`config.mk`:
```
export PLATFORM = sky130hd
export DESIGN_NAME = isl_cell
export DESIGN_NICKNAME = d
export VERILOG_FILES = /design/src/rtl/isl_pkg.sv /design/src/rtl/isl_cell.sv
export SDC_FILE = /design/constraint.sdc
export NUM_CORES = 1
export LEC_CHECK = 0
export BUFFER_PORTS_ARGS = -buffer_cell sky130_fd_sc_hd__buf_2
export CAP_MARGIN = 10
export CORE_MARGIN = 2
export CORE_UTILIZATION = 42
export CTS_BUF_LIST = sky130_fd_sc_hd__clkbuf_16
export DETAILED_ROUTE_END_ITERATION = 16
export PLACE_DENSITY_LB_ADDON = 0.12
export SKIP_LAST_GASP = 1
export SYNTH_ARGS = -nofsm -noshare
export SYNTH_HDL_FRONTEND = slang
export SYNTH_SLANG_ARGS = --single-unit
export TNS_END_PERCENT = 100
```
`constraint.sdc`:
```
create_clock -name i_clk -period 4.5 [get_ports i_clk]
set_input_delay 0.225 -clock i_clk [delete_from_list [all_inputs] [get_ports i_clk]]
set_output_delay 0.225 -clock i_clk [all_outputs]
set_load 0.05 [all_outputs]
```
`src/rtl/isl_pkg.sv`:
```
// ----------------------------------------------------------------------------
// isl_pkg
// Shared types and constants for the indexed shift list.
// ----------------------------------------------------------------------------
package isl_pkg;

    localparam int DEPTH  = 128;
    localparam int WORD_W = 32;
    localparam int CNT_W  = 8;
    localparam int CMD_W  = 3;
    localparam int ST_W   = 2;
    localparam int GRP    = 16;
    localparam int NGRP   = (DEPTH + GRP - 1) / GRP;
    localparam int ADDR_W = 3;

    localparam logic [CMD_W-1:0] CMD_APPEND   = 3'd0;
    localparam logic [CMD_W-1:0] CMD_REM_LAST = 3'd1;
    localparam logic [CMD_W-1:0] CMD_INSERT   = 3'd2;
    localparam logic [CMD_W-1:0] CMD_REM_AT   = 3'd3;
    localparam logic [CMD_W-1:0] CMD_READ     = 3'd4;

    localparam logic [ST_W-1:0] ST_OK     = 2'd0;
    localparam logic [ST_W-1:0] ST_FULL   = 2'd1;
    localparam logic [ST_W-1:0] ST_EMPTY  = 2'd2;
    localparam logic [ST_W-1:0] ST_BADIDX = 2'd3;

    localparam logic [ADDR_W-1:0] ADDR_CAPACITY = 3'd0;

    typedef struct packed {
        logic              ins;
        logic              del;
        logic              tap;
        logic [CNT_W-1:0]  idx;
        logic [CNT_W-1:0]  hi;
        logic [WORD_W-1:0] value;
    } t_cell_ctl;

endpackage

```
`src/rtl/isl_cell.sv`:
```
// ----------------------------------------------------------------------------
// isl_cell
// One list position: holds a word, shifts from a neighbour and taps it out.
// ----------------------------------------------------------------------------
module isl_cell
    import isl_pkg::*;
(
    input  logic              i_clk,
    input  t_cell_ctl         i_ctl,
    input  logic [CNT_W-1:0]  i_pos,
    input  logic [WORD_W-1:0] i_left,
    input  logic [WORD_W-1:0] i_right,
    output logic [WORD_W-1:0] o_word,
    output logic [WORD_W-1:0] o_tap
);

    logic [WORD_W-1:0] r_word;
    logic [WORD_W-1:0] n_word;
    logic [WORD_W-1:0] r_tap;
    logic              hit;

    assign hit = (i_pos == i_ctl.idx);

    always_comb begin
        n_word = r_word;
        if (i_ctl.ins) begin
            if (hit) begin
                n_word = i_ctl.value;
            end else if (i_pos > i_ctl.idx && i_pos <= i_ctl.hi) begin
                n_word = i_left;
            end
        end else if (i_ctl.del) begin
            if (i_pos >= i_ctl.idx && i_pos < i_ctl.hi) begin
                n_word = i_right;
            end
        end
    end

    always_ff @(posedge i_clk) begin
        r_word <= n_word;
        r_tap  <= (i_ctl.tap && hit) ? r_word : '0;
    end

    assign o_word = r_word;
    assign o_tap  = r_tap;

endmodule

```
==> flow_metrics.env <==
export IMPL_status="complete, no violations"
export IMPL_root_buffer="clkbuf_16"
export IMPL_rr_endpoint="o_tap[6]"
export IMPL_vias_per_cell=4.82
export IMPL_grt_pass1_vias=2464
export IMPL_final_cell_mix="buf_2, a21oi_1, nor2_1"
export IMPL_slew_violations=0
export IMPL_fmax_ghz=0.511
export IMPL_synth_net_count=404
export IMPL_crit_arrival_ns=1.98
export IMPL_fin_nets=588
export IMPL_netlist_area_sq_mm=0.00292
export IMPL_start_kind="input pin"
export IMPL_powerDensity_mw_per_mm2=403
export IMPL_hold_path_endpoint="o_word[12]"
export IMPL_grt_pass1_wl_um=10900
export IMPL_hold_start="i_right[12]"
export IMPL_maxCapViolCount=0
export IMPL_r2r_cells=1
export IMPL_rsz0062_at_grt="no"
export IMPL_globalRouteOverflowTotal=0
export IMPL_clkSlewWorstSetupHoldPaths_ns=0.06
export IMPL_synth_area_top_cells="edfxtp_1, dfxtp_1, mux2i_1"
export IMPL_placed_cell_area_sq_mm=0.00388
export IMPL_drtIter0Drc=69
export IMPL_start_util_pct=43.2
export IMPL_drive_above_1_share_pct=44.8
export IMPL_synth_cell_types=26
export IMPL_tightest_slew_ns=0.804
export IMPL_cts_setup_buffers=0
export IMPL_cts_tree="built"
export IMPL_hold_viol_final=0
export IMPL_areaGrowthSynthToFinish_pct=43.4
export IMPL_grt_total_usage_pct=18.7
export IMPL_synth_seq_cells=64
export IMPL_slew_headroom_pct=46.4
export IMPL_core_area_sq_mm=0.00676
export IMPL_fin_setup_tns_ns=0
export IMPL_power_leakage_uw=0.00213
export IMPL_antenna_found_initial=0
export IMPL_drt_total_wl_um=7330
export IMPL_ir_drop_mv=0.188
export IMPL_die_h_um=87.3
export IMPL_port_buffers=187
export IMPL_dp_hpwl_um=5310
export IMPL_hold_depth=3
export IMPL_setup_viol=0
export IMPL_cts_resized=0
export IMPL_cts_buffers_inserted=9
export IMPL_ctsHoldBuffers=0
export IMPL_clk_latency_ns=0.32
export IMPL_place_congestion=0.763
export IMPL_postLayoutCellArea_sq_mm=0.00418
export IMPL_drtAntennaViolNets=0
export IMPL_worstPathRequired_ns=4.52
export IMPL_period_share_pct=43.4
export IMPL_clockBufferDepth=2
export IMPL_wl_per_cell_um=13.8
export IMPL_skew_ns=0.00779
export IMPL_yosysTopAreaCell="edfxtp_1"
export IMPL_n_fill_cell=616
export IMPL_cts_sinks=64
export IMPL_rrSetupSlack_ns=3.80
export IMPL_yosysWarnings=0
export IMPL_grt_max_degree=67
export IMPL_synthCells=264
export IMPL_reg2reg_from="o_word[6]"
export IMPL_yosysSeqAreaShare_pct=54.9
export IMPL_drtPass1Iterations=5
export IMPL_via_count=2568
export IMPL_hold_path_class="input pin to flop"
export IMPL_end_kind="flop"
export IMPL_layout_commonest_cell="buf_2"
export IMPL_std_cell_rows=30
export IMPL_period_needed_ns=1.96
export IMPL_die_area_sq_mm=0.00763
export IMPL_die_x_um=87.3
export IMPL_cp_max_fo=64
export IMPL_antennaDiodeCount=0
export IMPL_io_pins=188
export IMPL_htree_levels=3
export IMPL_synth_avg_cell_area_sq_um=11.0
export IMPL_drc=0
export IMPL_yosysTopAreaCellShare_pct=32.9
export IMPL_path_class="input pin to flop"
==> routing by layer <==
layer	global-route usage [%]	share of wire, %	routed length (um)	up-vias
li1	-	-	-	1310
met1	20.2	39	2820	1136
met2	32.7	51	3740	114
met3	7.20	8.9	654	8
met4	7.13	1.5	110	0
met5	0	0	0	-
==> worst max-delay path by stage <==
stage / endpoint / slack [ns] / start
floorplan: o_word[0] / 1.19 / i_ctl[45]
global placement: o_word[21] / 2.26 / i_ctl[45]
detailed placement: o_word[15] / 2.20 / i_pos[5]
CTS: o_word[31] / 2.54 / i_pos[5]
global route: o_word[31] / 2.40 / i_ctl[45]
finish: o_word[23] / 2.54 / i_pos[5]
==> critical path, stage by stage <==
cell     delay, ns
buf_2         0.11
ha_1          0.29
nand4_1       0.17
nor2_4        0.15
buf_4         0.63
mux2i_1       0.26
a21oi_1       0.10
==> metrics by stage <==
stage | utilization (%) | setup WS, ns | std cells | power (uW) | hold slack, ns
after floorplan | - | 1.19 | 264 | 888 | 0.371
after global placement | 57.4 | 2.26 | 517 | 993 | 0.479
after detailed placement | 57.4 | 2.20 | 517 | 999 | 0.488
after CTS | 61.9 | 2.54 | 533 | 1710 | 0.214
after global routing | 61.9 | 2.40 | 533 | 1760 | 0.219
final | 61.9 | 2.54 | 533 | 1690 | 0.225
==> state kept, by name, summed over array words and instances (netlist names) <==
| signal | count |
|---|---|
| o_tap | 32 |
| o_word | 32 |
==> layout make-up <==
| class | count | area, sq um | area share, % |
|---|---|---|---|
| flip-flops and latches | 64 | 1600 | 38.3 |
| multi-input cells | 168 | 1160 | 27.8 |
| repair buffers | 190 | 958 | 22.9 |
| clock buffers | 9 | 225 | 5.38 |
| well taps | 80 | 100 | 2.39 |
| clock inverters | 7 | 78.8 | 1.88 |
| inverters | 15 | 56.3 | 1.35 |
==> synth_stat cells <==
| cell type | count |
|---|---|
| dfxtp_1 | 32 |
| mux2i_1 | 32 |
| ha_1 | 16 |
| buf_12 | 1 |
| nor2_2 | 1 |
| a22oi_1 | 1 |
| buf_6 | 1 |
| buf_8 | 1 |
| nand4_1 | 4 |
| clkbuf_2 | 3 |
| nor2b_1 | 1 |
| a21oi_1 | 35 |
| inv_1 | 15 |
| o2111ai_1 | 1 |
| clkbuf_1 | 10 |
| o211ai_1 | 1 |
| o21ai_1 | 1 |
| buf_4 | 1 |
| a21o_1 | 5 |
| nor2_1 | 34 |
| nand3_1 | 1 |
| and3_1 | 32 |
| edfxtp_1 | 32 |
| a211oi_1 | 1 |
| nand2b_1 | 1 |
| or3_1 | 1 |
==> power by group <==
group,total (uW),switching [uW],leakage [uW],internal [uW]
Combinational,310,215,0.00142,95.2
Sequential,676,16.2,0.000561,660
Clock,700,226,0.000151,474
Total,1690,457,0.00213,1230
==> cells by family (layout without fill, tap and decap cells) <==
logic type / count (synthesis) / count (layout) / share of synthesized area [%]
multiplexers: 32 / 32 / 11.0
AND/OR/NAND/NOR: 75 / 75 / 13.1
AO/OA/AOI/OAI: 45 / 45 / 8.54
flip-flops: 64 / 64 / 54.9
buffers and inverters: 32 / 221 / 5.58
adder cells (fa/ha/maj): 16 / 16 / 6.86
Note: power is estimated with default switching activity, not from simulation.
